===== src/design/ffba_pkg.sv =====
// Shared types and constants for the first-fit block allocator.
// No dependencies; used by every module of the block.
package ffba_pkg;

    localparam int ADDR_W  = 32;
    localparam int SIZE_W  = 25;
    localparam int REQ_W   = 24;
    localparam int HDR_W   = 8;
    localparam int PADDR_W = 4;
    localparam int PDATA_W = 32;

    // Operation codes
    localparam logic OP_ALLOC = 1'b0;
    localparam logic OP_FREE  = 1'b1;

    // Register indexes (byte address is 4 * index)
    localparam logic [1:0] REG_HEAP_BASE    = 2'd0;
    localparam logic [1:0] REG_HEAP_SIZE    = 2'd1;
    localparam logic [1:0] REG_HEADER_BYTES = 2'd2;

    localparam logic [ADDR_W-1:0] HEAP_BASE_RST    = 32'd0;
    localparam logic [ADDR_W-1:0] HEAP_SIZE_RST    = 32'd1048576;
    localparam logic [HDR_W-1:0]  HEADER_BYTES_RST = 8'd24;

    typedef enum logic [1:0] {
        ST_DONE      = 2'd0,
        ST_NO_SPACE  = 2'd1,
        ST_NULL_FREE = 2'd2,
        ST_UNKNOWN   = 2'd3
    } status_t;

    typedef struct packed {
        logic              op;
        logic [REQ_W-1:0]  request_bytes;
        logic [ADDR_W-1:0] block_address;
    } req_t;

    typedef struct packed {
        status_t           status;
        logic [ADDR_W-1:0] payload_address;
        logic              reused;
    } rsp_t;

    typedef struct packed {
        logic [ADDR_W-1:0] heap_base;
        logic [ADDR_W-1:0] heap_size;
        logic [HDR_W-1:0]  header_bytes;
    } cfg_t;

    // Request as seen by the cells
    typedef struct packed {
        logic              op;
        logic [SIZE_W-1:0] size;
        logic [ADDR_W-1:0] addr_rel;
    } cmd_t;

    // Packet walking down the cell row
    typedef struct packed {
        logic              tok;
        logic              found;
        logic [ADDR_W-1:0] found_offset;
        logic [ADDR_W-1:0] last_offset;
        logic [SIZE_W-1:0] last_size;
    } pkt_t;

    // Table update broadcast at the end of a request
    typedef struct packed {
        logic              clr_free;
        logic              set_free;
        logic              append;
        logic [ADDR_W-1:0] app_offset;
        logic [SIZE_W-1:0] app_size;
    } commit_t;

endpackage


===== src/design/ffba_regs.sv =====
// APB-style configuration registers of the allocator.
// Depends on ffba_pkg.
module ffba_regs (
    input  logic                          clk,
    input  logic                          rst_n,
    input  logic                          psel,
    input  logic                          penable,
    input  logic                          pwrite,
    input  logic [ffba_pkg::PADDR_W-1:0]  paddr,
    input  logic [ffba_pkg::PDATA_W-1:0]  pwdata,
    output logic [ffba_pkg::PDATA_W-1:0]  prdata,
    output logic                          pready,
    output ffba_pkg::cfg_t                cfg
);
    import ffba_pkg::*;

    cfg_t       cfg_reg;
    cfg_t       cfg_next;
    logic       wr_en;
    logic [1:0] reg_idx;

    assign wr_en   = psel && penable && pwrite;
    assign reg_idx = paddr[3:2];

    always_comb
    begin
        cfg_next = cfg_reg;
        if (wr_en)
        begin
            unique case (reg_idx)
                REG_HEAP_BASE:    cfg_next.heap_base    = pwdata;
                REG_HEAP_SIZE:    cfg_next.heap_size    = pwdata;
                REG_HEADER_BYTES: cfg_next.header_bytes = pwdata[HDR_W-1:0];
                default:          cfg_next = cfg_reg;
            endcase
        end
    end

    always_comb
    begin
        unique case (reg_idx)
            REG_HEAP_BASE:    prdata = cfg_reg.heap_base;
            REG_HEAP_SIZE:    prdata = cfg_reg.heap_size;
            REG_HEADER_BYTES: prdata = PDATA_W'(cfg_reg.header_bytes);
            default:          prdata = '0;
        endcase
    end

    always_ff @(posedge clk or negedge rst_n)
    begin
        if (!rst_n)
        begin
            cfg_reg.heap_base    <= HEAP_BASE_RST;
            cfg_reg.heap_size    <= HEAP_SIZE_RST;
            cfg_reg.header_bytes <= HEADER_BYTES_RST;
        end
        else
        begin
            cfg_reg <= cfg_next;
        end
    end

    assign pready = 1'b1;
    assign cfg    = cfg_reg;

endmodule


===== config.mk =====
export PLATFORM = sky130hd
export DESIGN_NAME = ffba_regs
export DESIGN_NICKNAME = d
export VERILOG_FILES = /design/src/design/ffba_pkg.sv /design/src/design/ffba_regs.sv
export SDC_FILE = /design/constraint.sdc
export NUM_CORES = 1
export LEC_CHECK = 0
export BUFFER_PORTS_ARGS = -buffer_cell sky130_fd_sc_hd__buf_2
export CORE_UTILIZATION = 48
export CTS_CLUSTER_DIAMETER = 80
export DETAILED_ROUTE_END_ITERATION = 10
export PLACE_DENSITY = 0.81
export SKIP_LAST_GASP = 1
export SLEW_MARGIN = 30
export SYNTH_ARGS = -nofsm -noshare
export SYNTH_HDL_FRONTEND = slang
export SYNTH_SLANG_ARGS = --single-unit

===== constraint.sdc =====
create_clock -name clk -period 1.62 [get_ports clk]
set_clock_uncertainty 0.15 [all_clocks]
set_input_delay 0.324 -clock clk [delete_from_list [all_inputs] [get_ports clk]]
set_output_delay 0.324 -clock clk [all_outputs]
set_load 0.1 [all_outputs]

==> key figures, run 1 <==
Die
  • FP Rows: 30
  • Initial core utilization: 49.5%
  • Die Span X: 85.7 um
  • Die span in y: 85.7 um
  • Top Ports: 146

Logic synthesis
  • Yosys top cell by area: dfrtp_1
  • Sequential cell area fraction in the yosys report: 53.7%
  • Mapped cell area: 3360 um2
  • Synth top area cells: dfrtp_1 (51%), mux2_2 (13%), mux2_4 (13%)
  • Main synth FF type: dfrtp_1
  • Syn_area_per_cell: 14.1 um2
  • Synth Warn #: 0
  • EDFF count, synth: 0
  • Distinct cells, synth: 19
  • Post-synthesis async set-or-reset flop share: 100%
  • Top-area cell type share of the netlist area: 51.3%
  • Post-Synthesis Cells: 239
  • #FFs+latches synth: 72
  • Most common cell in the synthesized netlist: dfrtp_1
  • Net Count, Synth: 280
  • Synth cell count leaders: dfrtp_1 (69), mux2_2 (40), mux2i_1 (32), mux2_4 (30), nor2_1 (24)

Clock network
  • CTS max path bufs: 2
  • H-tree Lvls: 3
  • Clock sink count: 72
  • CTS buffer count: 9
  • Clk root buf: clkbuf_8
  • Post-CTS resize count: 60
  • CTS Hold Bufs: 1
  • Post CTS Setup Buffer Count: 35

Place
  • HPWL Detailed: 7.72 mm
  • IO Port Bufs: 142
  • Gp weighted congestion: 0.744

Run status
  • Err: [ERROR DPL-0038] Utilization greater than 100%, impossible to legalize
  • Status: did not finish
  • Stop stage: 4_1_cts
logic make-up after synthesis:
kind of cell | Yosys count | synth area share, %
compound gates | 8 | 1.19
buf+inv | 17 | 3.09
flops | 72 | 53.7
mux | 104 | 37.0
other cells | 1 | 0.111
simple gates | 37 | 4.98
metrics by stage:
stage / hold WS [ns] / instances / instance area, um2 / worst slack, ns / util (%)
global placement: 0.233 / 480 / 6220 / -0.208 / 91.5
detailed placement: 0.243 / 480 / 6220 / -0.241 / 91.5
floorplan: -0.122 / 239 / 4150 / -0.274 / -
==> run 2: changes to the inputs <==
- CORE_UTILIZATION: 48 -> 40
- CTS_CLUSTER_DIAMETER: 80 -> default
- PLACE_DENSITY: 0.81 -> default
- PLACE_DENSITY_LB_ADDON: default -> 0.15
==> run 2 against run 1 <==
Effect of this change:
- the flow now finishes, with violations (negative setup slack)
- synthesized cell count stayed put
- synthesized area stayed put
==> key figures, run 2 <==
Logic synthesis
  • Post-synthesis async set-or-reset flop share: 100%
  • Sequential cell area fraction in the yosys report: 53.7%
  • Net Count, Synth: 280
  • Top-area cell type share of the netlist area: 51.3%
  • #FFs+latches synth: 72
  • Most common cell in the synthesized netlist: dfrtp_1
  • Distinct cells, synth: 19
  • Syn_area_per_cell: 14.1 um2
  • EDFF count, synth: 0
  • Synth cell count leaders: dfrtp_1 (69), mux2_2 (40), mux2i_1 (32), mux2_4 (30), nor2_1 (24)
  • Main synth FF type: dfrtp_1
  • Yosys top cell by area: dfrtp_1
  • Mapped cell area: 3360 um2
  • Synth Warn #: 0
  • Post-Synthesis Cells: 239
  • Synth top area cells: dfrtp_1 (51%), mux2_2 (13%), mux2_4 (13%)

Place
  • IO Port Bufs: 142
  • Gp weighted congestion: 0.713
  • Placed inst area: 6210 um2
  • Post-place setup slack: -0.192 ns
  • Placed Cells: 490
  • HPWL Detailed: 6.42 mm

Layout
  • Finished Layout Cells: 552
  • Share of layout cells above drive strength 1: 97.3%
  • Final core utilization: 88.4%
  • Nets: 483
  • N_diodes: 0
  • Max reg flops: 72
  • Final instance area: 7230 um2
  • Area grow syn2layout: 115%
  • Most frequent cells in the layout: buf_12 (87), dfrtp_4 (62), buf_4 (57)
  • Commonest non-fill, non-tap cell in the layout: buf_12

Global routing
  • First-pass GRT wire length: 16.2 mm
  • Vias in the first global route: 2917
  • Overall routing resource usage: 25.1%
  • Remaining global-route overflow: 0
  • Initial antenna violation count: 0
  • Largest net degree at the start of global routing: 73

Clock network
  • Clk root buf: clkbuf_8
  • Reg clk slew, reported paths: 0.09 ns
  • CTS buffer count: 9
  • CTS max path bufs: 2
  • H-tree Lvls: 3
  • CTS tree: done
  • Clock sink count: 72
  • Clock Latency Late Sink: 0.34 ns

Die
  • FP Rows: 33
  • Full die area: 8780 um2
  • Top Ports: 146
  • Die span in y: 93.7 um
  • Initial core utilization: 41.2%
  • Die Span X: 93.7 um
  • Core area: 8180 um2

Routing
  • Initial DRT Pass Iterations: 4
  • Avg WL per Cell: 21.1 um
  • Vias: 2796
  • Drt drc: 0
  • Total routed wirelength: 11.7 mm
  • Vias per inst: 5.07
  • Antenna-violating nets left: 0
  • 1st-iter DRT viols: 51

Timing
  • Total Neg Setup Slack: -4.70 ns
  • Fin. Hold Viols: 0
  • Setup ws final: -0.181 ns
  • Max Clk Rate: 555 MHz
  • Tcrit/Tclk final: 111%
  • Final Max Slew Viols: 0
  • Hold slack: 0.0686 ns
  • Final setup viols: 48
  • Post-route minimum period: 1.80 ns
  • RSZ-0062 raised after global routing: true

Power and ir drop
  • PwrDens: 1840 nW/um2
  • IR drop worst, VDD: 1.20 mV
  • Final Power: 13.3 mW
  • Leakage: 3.05 nW

Setup path
  • WP data arrival: 1.33 ns
  • Critical path launch point type: flop
  • Crit path max fanout: 2
  • Setup Crit Path Kind: flop to primary output
  • Crit path capture type: primary output
  • Worst EP required: 1.15 ns

Run status
  • Status: finished with violations
  • Failing checks: negative setup slack

Flow run
  • Max cap viols: 0

Hold path
  • Worst hold path type: input port to flop
==> run 2: cell counts after synthesis <==
Identical to the previous run, type by type.
==> run 2: logic make-up (layout without fill, tap and decap cells) <==
family / Yosys count / after routing / synth area share [%]
DFF: 72 / 72 / 53.7
muxes: 104 / 104 / 37.0
AOI/OAI and AO/OA: 8 / 8 / 1.19
buffers and inverters: 17 / 225 / 3.09
and+or+nand+nor: 37 / 37 / 4.98
other: 1 / 1 / 0.111
==> run 2: area by class of cell <==
type                       count  area (um2)
clock buffer                  10         138
clock inverter                 6         130
fill                         340         947
multi-input combinational    150        2100
sequential                    72        2050
tap                          105         131
timing repair buffer         209        2670
==> run 2: report_power, final <==
part           internal [mW]  switching, mW
Combinational           3.03           5.27
Sequential              2.48          0.580
Clock                   1.22          0.718
==> run 2: repair_timing <==
item | 4_1_cts | 5_1_grt
buffers inserted | 23 | 22
setup endpoints to repair | 56 | 57
hold buffers | 1 | 0
hold endpoints to repair | 69 | 0
pin swaps | 11 | 9
resized for setup | 48 | 35
==> run 2: worst max-delay path, stage by stage (launching register included) <==
cell	delay [ns]
dfstp_4	0.63
mux2i_4	0.07
nor2_4	0.11
buf_12	0.18
==> run 2: routing by layer <==
layer | part of all wire [%] | vias to the layer above | global-route usage (%)
li1 | - | 1240 | -
met1 | 40 | 1424 | 30.1
met2 | 53 | 114 | 44.5
met3 | 6.1 | 18 | 5.74
met4 | 1.4 | 0 | 7.95
met5 | 0 | - | 0
==> run 2: path summary, 6_finish.rpt <==
check,start,end,slack (ns),cells after the start
setup / recovery,cfg[28],prdata[20],-0.18,3
hold / removal,pwdata[25],cfg[33],0.07,2
setup reg to reg,cfg[45],cfg[45],0.32,3
hold reg to reg,cfg[6],cfg[6],0.40,1
max in group asynchronous,rst_n,cfg[4],0.59,3
min in group asynchronous,rst_n,cfg[26],0.38,3
Note: power is estimated with default switching activity, not from simulation.
