**src/design/ffba_pkg.sv**
```systemverilog
// Shared types and constants for the first-fit block allocator.
// No dependencies; used by every module of the block.
package ffba_pkg;

    localparam int ADDR_W  = 32;
    localparam int SIZE_W  = 25;
    localparam int REQ_W   = 24;
    localparam int HDR_W   = 8;
    localparam int PADDR_W = 4;
    localparam int PDATA_W = 32;

    // Operation codes
    localparam logic OP_ALLOC = 1'b0;
    localparam logic OP_FREE  = 1'b1;

    // Register indexes (byte address is 4 * index)
    localparam logic [1:0] REG_HEAP_BASE    = 2'd0;
    localparam logic [1:0] REG_HEAP_SIZE    = 2'd1;
    localparam logic [1:0] REG_HEADER_BYTES = 2'd2;

    localparam logic [ADDR_W-1:0] HEAP_BASE_RST    = 32'd0;
    localparam logic [ADDR_W-1:0] HEAP_SIZE_RST    = 32'd1048576;
    localparam logic [HDR_W-1:0]  HEADER_BYTES_RST = 8'd24;

    typedef enum logic [1:0] {
        ST_DONE      = 2'd0,
        ST_NO_SPACE  = 2'd1,
        ST_NULL_FREE = 2'd2,
        ST_UNKNOWN   = 2'd3
    } status_t;

    typedef struct packed {
        logic              op;
        logic [REQ_W-1:0]  request_bytes;
        logic [ADDR_W-1:0] block_address;
    } req_t;

    typedef struct packed {
        status_t           status;
        logic [ADDR_W-1:0] payload_address;
        logic              reused;
    } rsp_t;

    typedef struct packed {
        logic [ADDR_W-1:0] heap_base;
        logic [ADDR_W-1:0] heap_size;
        logic [HDR_W-1:0]  header_bytes;
    } cfg_t;

    // Request as seen by the cells
    typedef struct packed {
        logic              op;
        logic [SIZE_W-1:0] size;
        logic [ADDR_W-1:0] addr_rel;
    } cmd_t;

    // Packet walking down the cell row
    typedef struct packed {
        logic              tok;
        logic              found;
        logic [ADDR_W-1:0] found_offset;
        logic [ADDR_W-1:0] last_offset;
        logic [SIZE_W-1:0] last_size;
    } pkt_t;

    // Table update broadcast at the end of a request
    typedef struct packed {
        logic              clr_free;
        logic              set_free;
        logic              append;
        logic [ADDR_W-1:0] app_offset;
        logic [SIZE_W-1:0] app_size;
    } commit_t;

endpackage

```
**src/design/ffba_cell.sv**
```systemverilog
// One table entry of the allocator plus its stage of the search row.
// Depends on ffba_pkg.
module ffba_cell #(
    parameter int IDX = 0,
    parameter int CW  = 7
) (
    input  logic              clk,
    input  logic              rst_n,
    input  logic [CW-1:0]     count,
    input  ffba_pkg::cmd_t    cmd,
    input  ffba_pkg::commit_t commit,
    input  ffba_pkg::pkt_t    pkt_in,
    output ffba_pkg::pkt_t    pkt_out
);
    import ffba_pkg::*;

    localparam logic [CW-1:0] MY_IDX = CW'(IDX);

    logic [ADDR_W-1:0] offset_reg;
    logic [SIZE_W-1:0] size_reg;
    logic              free_reg;
    logic              hit_reg;
    logic              hit_next;
    pkt_t              pkt_reg;
    pkt_t              pkt_next;
    logic              live;
    logic              is_last;
    logic              match;
    logic              claim;

    assign live    = MY_IDX < count;
    // count of zero wraps to all ones, which is never a cell index
    assign is_last = MY_IDX == (count - CW'(1));
    assign match   = (cmd.op == OP_ALLOC) ? (free_reg && (size_reg >= cmd.size))
                                          : (offset_reg == cmd.addr_rel);
    assign claim   = pkt_in.tok && !pkt_in.found && live && match;

    always_comb
    begin
        pkt_next = pkt_in;
        if (claim)
        begin
            pkt_next.found        = 1'b1;
            pkt_next.found_offset = offset_reg;
        end
        if (pkt_in.tok && is_last)
        begin
            pkt_next.last_offset = offset_reg;
            pkt_next.last_size   = size_reg;
        end
        hit_next = pkt_in.tok ? claim : hit_reg;
    end

    always_ff @(posedge clk or negedge rst_n)
    begin
        if (!rst_n)
        begin
            pkt_reg <= '0;
            hit_reg <= 1'b0;
        end
        else
        begin
            pkt_reg <= pkt_next;
            hit_reg <= hit_next;
        end
    end

    // entry storage, written by append or by a free-mark update on the hit cell
    always_ff @(posedge clk)
    begin
        if (commit.append && (MY_IDX == count))
        begin
            offset_reg <= commit.app_offset;
            size_reg   <= commit.app_size;
            free_reg   <= 1'b0;
        end
        else if (hit_reg && commit.clr_free)
        begin
            free_reg <= 1'b0;
        end
        else if (hit_reg && commit.set_free)
        begin
            free_reg <= 1'b1;
        end
    end

    assign pkt_out = pkt_reg;

endmodule

```
**config.mk**
```make
export PLATFORM = sky130hd
export DESIGN_NAME = ffba_cell
export DESIGN_NICKNAME = d
export VERILOG_FILES = /design/src/design/ffba_pkg.sv /design/src/design/ffba_cell.sv
export SDC_FILE = /design/constraint.sdc
export NUM_CORES = 1
export LEC_CHECK = 0
export BUFFER_PORTS_ARGS = -buffer_cell sky130_fd_sc_hd__buf_2
export CAP_MARGIN = 20
export CORE_AREA = 2 2 120 122
export CTS_BUF_LIST = sky130_fd_sc_hd__clkbuf_8
export CTS_CLUSTER_DIAMETER = 80
export CTS_CLUSTER_SIZE = 10
export DETAILED_ROUTE_END_ITERATION = 10
export DIE_AREA = 0 0 122 124
export PLACE_DENSITY_LB_ADDON = 0.3
export SETUP_SLACK_MARGIN = 0.1
export SYNTH_ARGS = -nofsm -noshare
export SYNTH_HDL_FRONTEND = slang
export SYNTH_SLANG_ARGS = --single-unit
```
**constraint.sdc**
```tcl
create_clock -name clk -period 3.9 [get_ports clk]
set_input_delay 0.39 -clock clk [delete_from_list [all_inputs] [get_ports clk]]
set_output_delay 0.39 -clock clk [all_outputs]
set_load 0.01 [all_outputs]
```
* After elaboration in Yosys (flattened, before gate mapping) *
Cells that the tools add are included.
Widths: inputs -> output; s select.

operators by class
  eq/ne operators = 1
  $lt $le $gt $ge = 2
  $add $sub $neg = 1
  muxes and demuxes = 3
  reduce and logical (&&, ||, !) cells = 12

operators by type and width
  cell                 count
  $mux 57              1
  $mux 33              1
  $eq 32x32->1         1
  $ge 25x25->1         1
  $logic_not 7->1      2
  $logic_and 1x1->1    8
  $lt 1x7->1 const A   1
  $sub 7x1->7 const B  1
  $reduce_or 2->1      1
  $logic_not 1->1      1
  $mux 1               1

storage, ports and cells
  word-level logic and storage cells = 28
  output and inout port bits = 91
  input bits = 218
  flip-flop bits (word level) = 150

* Logic depth before layout (Yosys ltp) *
Gate-level depths: netlist (run 1).

  depth in word-level cells = 5
  mapped depth = 9
  depth with buffers taken out = 8

* Worst setup path after synthesis (run 1) *
Ideal clock, no wire load.

  path kind = input to register
  from = in count[6]
  to = reg offset_reg[0], enable pin
  arrival = 4.938 ns
  required time = 3.356 ns
  library setup time = 0.544 ns
  path slack = -1.582 ns
  buffers on the path = 0
  stages = 2
  cell sequence = or4_4 nor3_1

on the way
  longest elaborated chain between the ends = 2

RTL lines
  what                  line             source
  from (decl)           ffba_cell.sv:9   input logic [CW-1:0] count,
  $logic_not 7->1       ffba_cell.sv:71  if (commit.append && (MY_IDX == count))
  $logic_and 1x1->1     ffba_cell.sv:71
  to (signal assigned)  ffba_cell.sv:73  offset_reg <= commit.app_offset;
  to (decl)             ffba_cell.sv:19  logic [ADDR_W-1:0] offset_reg;

Every way passes these cells.
A chain may end at the register's enable or synchronous reset.

==> results.yml, run 1 <==
routing:
  drc: 0
  drt_iter0_markers: 171
  wl_per_cell_um: 17.9
  ant_nets: 0
  routed_via_density: 4.79
  first_pass_iters: 4
  vias: 4377
  wirelength_um: 16300
worst_setup_path:
  end_kind: "flop"
  crit_type: "reg2reg"
  r2r_setup_slack_ns: 0.79
  required_ns: 4.22
  startpoint_type: "flop"
  r2r-end: "pkt_out[70]$_DFF_PN0_"
  critical_path.max_fanout: 34
  r2r_cells: 8
  worstPathArrival_ns: 3.43
  reg2reg_from: "size_reg[6]$_DFFE_PP_"
clock_network:
  htree_levels: 4
  cts_made_buffers: 17
  insertion_delay_ns: 0.44
  clockRootBuffer: "clkbuf_8"
  path_clk_slew_ns: 0.08
  cts.sinks: 150
  cts_max_path_buffers: 2
  post_cts_buffers: 0
  cts_tree: "yes"
pwr:
  p_int_w: 0.00263
  p_leak_nw: 4.00
  pwr-share-seq: 0.511
  p_switching_w: 0.000724
  p_per_area_nw_per_um2: 398
  switching_share: 0.216
  pwr-share-comb: 0.103
  peakVddDrop_mv: 0.213
  clkPwrFrac: 0.386
floorplan:
  start_util: 0.450
  die_w_um: 122
  core.rowCount: 43
  pin_count: 309
  core-area_um2: 13700
  dieHeight_um: 124
  fp.dieArea_um2: 15100
logic_synthesis:
  syn_nets: 640
  yosysTopAreaCell: "dfrtp_1"
  synth.area.top_cells: "dfrtp_1 (37%), edfxtp_1 (28%), mux2_2 (15%)"
  syn_inst: 397
  netlist_area_um2: 6180
  yosysWarnings: 0
  synth_cell_types: 35
  yosysSeqAreaShare: 0.653
  ys_ff_latch: 150
  avgSynthCellArea_um2: 15.6
  yosysTopAreaCellShare: 0.373
grt:
  grt_pass1_vias: 4621
  grt_pass1_wl_um: 23900
  grt_start_max_net_pins: 77
  grt-ovfl-total: 0
  grt.total_usage: 0.217
  antenna_found_initial: 1
worst_hold_path:
  hold_class: "in2reg"
  hold_depth: 1
  hold_start: "commit[5]"
  min_to: "size_reg[5]$_DFFE_PP_"
finish:
  drive_gt1_frac: 0.585
  layout_common_cells: "buf_2 (307), dfrtp_1 (92), mux2_2 (84)"
  nNetsFinal: 963
  nFillCells: 1124
  largest_reg_flops: 91
  stdcell_count: 913
  syn2layout_area_growth_pct: 36.3
  final_common_cell: "buf_2"
placement:
  hpwlAfterDp_um: 12500
  gp_congestion: 0.798
  io_buffers: 308
  dp.cells: 879
status:
  status: "complete, no violations"
sta:
  rsz0062_at_grt: "no"
  fin_crit_sh: 0.798
  setup_viol: 0
  skew_ns: 0.0105
  slew_violations: 0
  relSlewSlack: 0.404
  tightestPinTransition_ns: 0.895
  timing.setup.tns_ns: 0
  hold_viol_final: 0
  final.min_clock_period_ns: 3.11
  fmax_mhz: 321
flow_run:
  max_cap_violations: 0
[area by class of cell]
type / instances / area (um2) / share of cell area
clock inverters: 14 / 196 / 0.0233
repair buffers: 313 / 1620 / 0.192
diodes: 1 / 2.50 / 0.000297
well taps: 180 / 225 / 0.0267
multi-input cells: 210 / 2010 / 0.238
inverters: 28 / 105 / 0.0125
flip-flops and latches: 150 / 4030 / 0.479
clock buffers: 17 / 234 / 0.0278
[worst max-delay path: stages, from the launching register on]
cell       delay (ns)
edfxtp_1         0.42
ha_1             0.32
a211oi_1         0.26
nor2_1           0.07
a2111oi_0        0.56
o31ai_1          0.20
a221oi_4         0.27
buf_4            0.45
mux2_2           0.39
[metal layers]
metal,track usage,part of all wire,vias to the layer above
met2,0.385,0.52,209
met4,0.0582,0.015,0
li1,-,-,2074
met1,0.249,0.38,2076
met3,0.0760,0.084,18
met5,0,0,-
[synthesized netlist by cell type]
cell and n:
inv_1 28, xnor2_1 12, dfxtp_1 1, mux2_1 4
nand4_1 9, nor3_1 6, a221oi_4 1, a2111oi_0 1
dfrtp_1 92, ha_1 25, or3_1 1, nor2b_1 1
a31oi_1 1, or4_4 1, nor4_1 6, a221oi_1 1
xor2_1 20, buf_6 3, o21ai_0 5, mux2_2 84
o21a_1 1, and4_1 1, nor2_1 2, nand2_1 6
buf_2 1, edfxtp_1 57, or3b_1 1, nand2b_1 1
a211oi_1 2, a21oi_1 10, nand3_1 5, o21ai_2 1
o31ai_1 1, buf_1 5, a2bb2oi_1 1
[metrics by stage]
stage / area (um2) / total power (W) / hold WS, ns / utilization / setup WS [ns]
global placement: 7950 / 0.00208 / 0.479 / 0.579 / 0.725
detailed placement: 7950 / 0.00209 / 0.476 / 0.579 / 0.627
floorplan: 6180 / 0.00188 / 0.0944 / - / 0.218
finish: 8420 / 0.00335 / 0.117 / 0.614 / 0.786
global route: 8420 / 0.00350 / 0.0720 / 0.614 / 0.599
CTS: 8380 / 0.00339 / 0.0850 / 0.611 / 0.687
[logic make-up (layout without fill, tap and decap cells)]
kind of cell             Yosys count  count (layout)  share of synthesized area
AO/OA/AOI/OAI                     25              25                     0.0279
XOR/XNOR                          32              32                     0.0454
adder cells (fa/ha/maj)           25              25                     0.0506
buffers and inverters             37             372                     0.0263
flip-flops                       150             150                      0.653
multiplexers                      88              88                      0.160
other                              0               1                          0
AND/OR/NAND/NOR                   40              40                     0.0366
[worst max path at each step]
stage	start	end	cells past startpoint
after floorplan	count[6]	offset_reg[0]$_DFFE_PP_	2
after global placement	cmd[38]	pkt_out[64]$_DFF_PN0_	10
after detailed placement	cmd[38]	pkt_out[84]$_DFF_PN0_	10
after CTS	size_reg[6]$_DFFE_PP_	pkt_out[84]$_DFF_PN0_	8
after global routing	size_reg[6]$_DFFE_PP_	pkt_out[70]$_DFF_PN0_	8
final	size_reg[6]$_DFFE_PP_	pkt_out[70]$_DFF_PN0_	8
[power by group through the flow]
stage	Clock (W)	Sequential (W)	Combinational [W]
floorplan	0	0.00177	0.000107
global placement	0	0.00174	0.000336
detailed placement	0	0.00175	0.000345
CTS	0.00133	0.00171	0.000346
global route	0.00140	0.00172	0.000380
finish	0.00129	0.00171	0.000344
[timing repair]
action / CTS / global route
endpoints found under the hold margin: 0 / 21
gates resized for setup: 0 / 0
hold buffers: 0 / 1
(Power assumes the default switching activity.)
==> run 2: changes to the inputs <==
--- a/config.mk
+++ b/config.mk
@@ -5,14 +5,15 @@
 export SDC_FILE = /design/constraint.sdc
 export NUM_CORES = 1
 export LEC_CHECK = 0
+export ABC_AREA = 1
 export BUFFER_PORTS_ARGS = -buffer_cell sky130_fd_sc_hd__buf_2
 export CAP_MARGIN = 20
-export CORE_AREA = 2 2 120 122
+export CORE_MARGIN = 2
+export CORE_UTILIZATION = 48
 export CTS_BUF_LIST = sky130_fd_sc_hd__clkbuf_8
 export CTS_CLUSTER_DIAMETER = 80
 export CTS_CLUSTER_SIZE = 10
 export DETAILED_ROUTE_END_ITERATION = 10
-export DIE_AREA = 0 0 122 124
 export PLACE_DENSITY_LB_ADDON = 0.3
 export SETUP_SLACK_MARGIN = 0.1
 export SYNTH_ARGS = -nofsm -noshare
==> constraint.sdc (replaced) <==
create_clock -name clk -period 2.9 [get_ports clk]
set_input_delay 0.29 -clock clk [delete_from_list [all_inputs] [get_ports clk]]
set_output_delay 0.29 -clock clk [all_outputs]
set_load 0.01 [all_outputs]
==> results.yml, run 2 <==
status:
  status: "complete, no violations"
sta:
  timing.setup.tns_ns: 0
  relSlewSlack: 0.571
  tightestPinTransition_ns: 0.644
  final.min_clock_period_ns: 2.28
  setup_viol: 0
  skew_ns: 0.0164
  slew_violations: 0
  hold_viol_final: 0
  rsz0062_at_grt: "no"
  fin_crit_sh: 0.787
  fmax_mhz: 438
placement:
  hpwlAfterDp_um: 13200
  io_buffers: 308
  gp_congestion: 0.861
  post_dp_cell_area_um2: 8260
grt:
  grt-ovfl-total: 0
  antenna_found_initial: 0
  grt_pass1_vias: 5738
  grt_pass1_wl_um: 27700
  grt_start_max_net_pins: 48
  grt.total_usage: 0.252
worst_setup_path:
  startpoint_type: "flop"
  worstPathArrival_ns: 2.61
  end_kind: "flop"
  crit_type: "reg2reg"
  reg2reg_from: "size_reg[22]$_DFFE_PP_"
  startpoint: "size_reg[22]$_DFFE_PP_"
  critical_path.max_fanout: 19
  r2r_setup_slack_ns: 0.62
  required_ns: 3.23
logic_synthesis:
  yosysWarnings: 0
  yosysMostFrequentCell: "nand2_1"
  synth_ff_type: "dfrtp_1"
  syn_inst: 529
  yosysSeqAreaShare: 0.621
  yosysTopAreaCell: "dfrtp_1"
  synth_common_cells: "nand2_1 (122), dfrtp_1 (92), edfxtp_1 (57)"
  netlist_area_um2: 6500
  synth_cell_types: 26
  avgSynthCellArea_um2: 12.3
  synthArstFlopShare: 0.613
  yosysTopAreaCellShare: 0.354
  ys_ff_latch: 150
  synth.area.top_cells: "dfrtp_1 (35%), edfxtp_1 (26%), nand2_1 (7.0%)"
  synth_edf_count: 57
  syn_nets: 772
floorplan:
  die_w_um: 120
  fp.dieArea_um2: 14500
  start_util: 0.491
  core.rowCount: 42
  dieHeight_um: 120
  pin_count: 309
  core-area_um2: 13200
finish:
  final_area_um2: 9070
  nNetsFinal: 1133
  drive_gt1_frac: 0.451
  final_common_cell: "buf_2"
  largest_reg_flops: 91
  layout_common_cells: "buf_2 (307), nand2_1 (121), dfrtp_1 (92)"
  syn2layout_area_growth_pct: 39.5
  antenna_cells: 0
routing:
  wirelength_um: 18200
  routed_via_density: 4.87
  vias: 5257
  drc: 0
  wl_per_cell_um: 16.9
  ant_nets: 0
  drt_iter0_markers: 255
  first_pass_iters: 4
pwr:
  p_leak_nw: 4.52
  pwr-share-comb: 0.129
  clkPwrFrac: 0.351
  pwr-share-seq: 0.520
  switching_share: 0.244
  p_int_w: 0.00336
  peakVddDrop_mv: 0.360
  p_per_area_nw_per_um2: 489
  p_switching_w: 0.00108
clock_network:
  clockRootBuffer: "clkbuf_8"
  cts_max_path_buffers: 2
  cts.sinks: 150
  insertion_delay_ns: 0.44
  htree_levels: 4
  path_clk_slew_ns: 0.08
  post_cts_buffers: 0
  cts_made_buffers: 17
  cts_tree: "yes"
worst_hold_path:
  hold_class: "in2reg"
  hold_start: "commit[40]"
flow_run:
  max_cap_violations: 0
==> run 2: cell count changes after synthesis, moves of 20 or more <==
cell and change:
xnor2_1 +20, nand3_1 +30, mux2_2 -46, xor2_1 -20, nor2_1 +22, nand2_1 +116
==> run 2: worst paths after layout <==
kind	end	cells after the start
worst max register to register	pkt_out[68]$_DFF_PN0_	13
worst max-delay path	pkt_out[68]$_DFF_PN0_	13
max in group asynchronous	pkt_out[24]$_DFF_PN0_	3
min in group asynchronous	pkt_out[44]$_DFF_PN0_	2
worst min-delay path	offset_reg[15]$_DFFE_PP_	1
worst min register to register	free_reg$_SDFFE_PP0P_	1
==> run 2: power by group through the flow <==
stage,Clock (W),Combinational [W],Sequential [W]
after global placement,0,0.000512,0.00235
after global routing,0.00168,0.000627,0.00231
final,0.00156,0.000571,0.00231
after CTS,0.00159,0.000571,0.00231
after detailed placement,0,0.000524,0.00235
after floorplan,0,0.000180,0.00239
==> run 2: cell families (layout without fill, tap and decap cells) <==
| logic type | Yosys count | after routing | synth area share |
|---|---|---|---|
| AOI/OAI and AO/OA | 15 | 15 | 0.0133 |
| xor gates and xnor gates | 32 | 32 | 0.0431 |
| adders and majority gates | 25 | 25 | 0.0481 |
| buffers and inverters | 54 | 428 | 0.0398 |
| DFF | 150 | 150 | 0.621 |
| muxes | 56 | 56 | 0.107 |
| and+or+nand+nor | 197 | 197 | 0.128 |
==> run 2: critical path, cell delays in order, from the launching register on <==
cell and delay [ns]:
edfxtp_1 0.41, ha_1 0.34, nand2_1 0.07, nor2_1 0.12
nand4_1 0.12, nor2_1 0.12, nand2_1 0.06, nand3_1 0.15
nand2_1 0.07, nand2_1 0.09, nand2_2 0.24, buf_12 0.25
nand2_1 0.08, nand2_1 0.06
==> run 2: final cells by class <==
class / count / area (um2)
timing repair buffer: 357 / 2050
sequential: 150 / 4030
clock inverter: 14 / 135
inverter: 39 / 146
multi-input combinational: 325 / 2230
clock buffer: 18 / 248
tap: 176 / 220
fill: 1020 / 4180
==> run 2: metrics by stage <==
step / util / hold slack [ns] / setup slack (ns) / total power (W) / cells
finish: 0.685 / 0.0339 / 0.618 / 0.00444 / 1079
global route: 0.685 / 0.00241 / 0.375 / 0.00462 / 1079
detailed placement: 0.624 / 0.346 / 0.649 / 0.00288 / 1005
global placement: 0.624 / 0.335 / 0.708 / 0.00286 / 1005
CTS: 0.685 / 0.0000699 / 0.639 / 0.00447 / 1079
floorplan: - / -0.00559 / 0.222 / 0.00257 / 529
==> run 2: metal layers <==
metal,track usage,up-vias,part of all wire
met2,0.468,241,0.54
li1,-,2483,-
met4,0.110,0,0.031
met3,0.0684,46,0.071
met1,0.265,2487,0.36
met5,0,-,0
==> run 2: timing repair <==
action,in CTS,in global routing
gates resized for setup,0,0
hold buffers,42,0
hold endpoints to repair,87,0
==> run 3: changes to the inputs <==
--- a/config.mk
+++ b/config.mk
@@ -5,11 +5,11 @@
 export SDC_FILE = /design/constraint.sdc
 export NUM_CORES = 1
 export LEC_CHECK = 0
-export ABC_AREA = 1
+export ABC_AREA = 0
 export BUFFER_PORTS_ARGS = -buffer_cell sky130_fd_sc_hd__buf_2
 export CAP_MARGIN = 20
 export CORE_MARGIN = 2
-export CORE_UTILIZATION = 48
+export CORE_UTILIZATION = 43
 export CTS_BUF_LIST = sky130_fd_sc_hd__clkbuf_8
 export CTS_CLUSTER_DIAMETER = 80
 export CTS_CLUSTER_SIZE = 10
==> constraint.sdc (replaced) <==
create_clock -name clk -period 2 [get_ports clk]
set_input_delay 0.2 -clock clk [delete_from_list [all_inputs] [get_ports clk]]
set_output_delay 0.2 -clock clk [all_outputs]
set_load 0.01 [all_outputs]
==> results.yml, run 3 (synthesis results as in run 1) <==
clock_network:
  clockRootBuffer: "clkbuf_8"
  cts.sinks: 150
  cts_made_buffers: 17
  cts_tree: "yes"
  path_clk_slew_ns: 0.09
  htree_levels: 4
  insertion_delay_ns: 0.45
  cts_max_path_buffers: 2
sta:
  fmax_mhz: 381
  hold_viol_final: 0
  rsz0062_at_grt: "yes"
  worst_slack_ns: -0.625
  final.min_clock_period_ns: 2.63
  slew_violations: 0
  setup_viol: 34
  relSlewSlack: 0.693
  tightestPinTransition_ns: 0.457
  whs_ns: 0.0628
  skew_ns: 0.0183
  fin_crit_sh: 1.31
worst_setup_path:
  crit_path_end: "pkt_out[79]$_DFF_PN0_"
  r2r_setup_slack_ns: -0.63
  end_kind: "flop"
  reg2reg_from: "size_reg[5]$_DFFE_PP_"
  worstPathArrival_ns: 2.96
  required_ns: 2.34
  startpoint_type: "flop"
  r2r_cells: 11
  crit_type: "reg2reg"
  startpoint: "size_reg[5]$_DFFE_PP_"
  r2r-end: "pkt_out[79]$_DFF_PN0_"
  critical_path.max_fanout: 4
flow_run:
  max_cap_violations: 0
finish:
  final_area_um2: 10800
  final_core_util: 0.774
  layout_common_cells: "buf_2 (307), dlygate4sd3_1 (149), dfrtp_1 (92)"
  syn2layout_area_growth_pct: 74.6
  drive_gt1_frac: 0.545
  final_common_cell: "buf_2"
  nFillCells: 800
  seq_area_um2: 4030
  multi_input_area_um2: 2260
  nNetsFinal: 1176
  largest_reg_flops: 91
grt:
  grt.total_usage: 0.276
  grt_pass1_vias: 5929
  grt_start_max_net_pins: 56
  grt_pass1_wl_um: 30700
  antenna_found_initial: 0
  grt-ovfl-total: 0
floorplan:
  core.rowCount: 43
  start_util: 0.443
  fp.dieArea_um2: 15300
  die_w_um: 124
  core-area_um2: 13900
  pin_count: 309
  dieHeight_um: 124
routing:
  ant_nets: 0
  wirelength_um: 21500
  routed_via_density: 4.82
  wl_per_cell_um: 19.1
  drc: 0
  first_pass_iters: 5
  drt_iter0_markers: 246
  vias: 5433
placement:
  post_dp_cell_area_um2: 8550
  hpwlAfterDp_um: 13200
  pre_cts_ws_ns: -0.806
  io_buffers: 308
  gp_congestion: 0.797
worst_hold_path:
  hold_class: "in2reg"
  hold_start: "pkt_in[89]"
pwr:
  p_per_area_nw_per_um2: 642
  peakVddDrop_mv: 0.532
  p_leak_nw: 5.16
status:
  violations: "setup timing"
  status: "complete, but fails checks"
==> run 3: changes by cell type in the layout (fill, tap and decap cells not counted), moves of 20 or more <==
cell           delta
nand3_1          -31
dlygate4sd3_1   +107
buf_4            +50
nand2_1         -115
nor2_1           -21
xnor2_1          -20
xor2_1           +20
==> run 3: metal layers <==
metal,part of all wire,track usage,vias to the layer above
met1,0.36,0.292,2598
met5,0,0,-
li1,-,-,2508
met4,0.037,0.142,0
met3,0.083,0.0902,60
met2,0.52,0.489,267
==> run 3: worst max-delay path: stages, from the launching register on <==
cell	delay (ns)
edfxtp_1	0.45
ha_1	0.32
nand4_1	0.15
inv_2	0.07
a2111oi_4	0.29
buf_4	0.17
o31ai_4	0.06
a221oi_4	0.27
buf_6	0.15
buf_6	0.12
clkbuf_16	0.15
mux2_4	0.30
==> run 3: area by class of cell <==
cell class	instances	area share
clock buffers	18	0.0230
flip-flops and latches	150	0.374
diodes	1	0.000232
well taps	180	0.0209
clock inverters	14	0.0167
multi-input cells	210	0.210
repair buffers	526	0.346
inverters	28	0.00974
==> run 3: how the worst min path moves through the flow <==
stage | end | depth (start not counted) | slack [ns]
floorplan | hit_reg$_DFFE_PN0P_ | 0 | -0.1
global placement | pkt_out[24]$_DFF_PN0_ | 1 | 0.09
detailed placement | pkt_out[24]$_DFF_PN0_ | 1 | 0.1
CTS | pkt_out[89]$_DFF_PN0_ | 3 | 0.02
global route | pkt_out[89]$_DFF_PN0_ | 3 | 0.03
finish | pkt_out[89]$_DFF_PN0_ | 3 | 0.06
==> run 3: stage by stage <==
stage          setup TNS [ns]  power, W  cells
3_5_place_dp           -30.83   0.00415    930
4_1_cts                -20.55   0.00693   1122
5_1_grt                -22.91   0.00719   1126
6_report               -19.23   0.00693   1127
2_1_floorplan          -52.57   0.00370    397
3_3_place_gp           -26.43   0.00413    930
==> run 3: power by group <==
group	total (W)	leakage [nW]	internal [W]	switching (W)
clock network	0.00253	0.224	0.00138	0.00115
registers	0.00335	1.60	0.00330	0.0000406
logic	0.00105	3.34	0.000637	0.000412
==> run 3: what timing repair did <==
action,in CTS,in global routing
resized for setup,12,11
buffers inserted,8,4
pin swaps,6,7
cloned,3,1
setup endpoints to repair,34,34
endpoints found under the hold margin,240,0
hold buffers,149,0
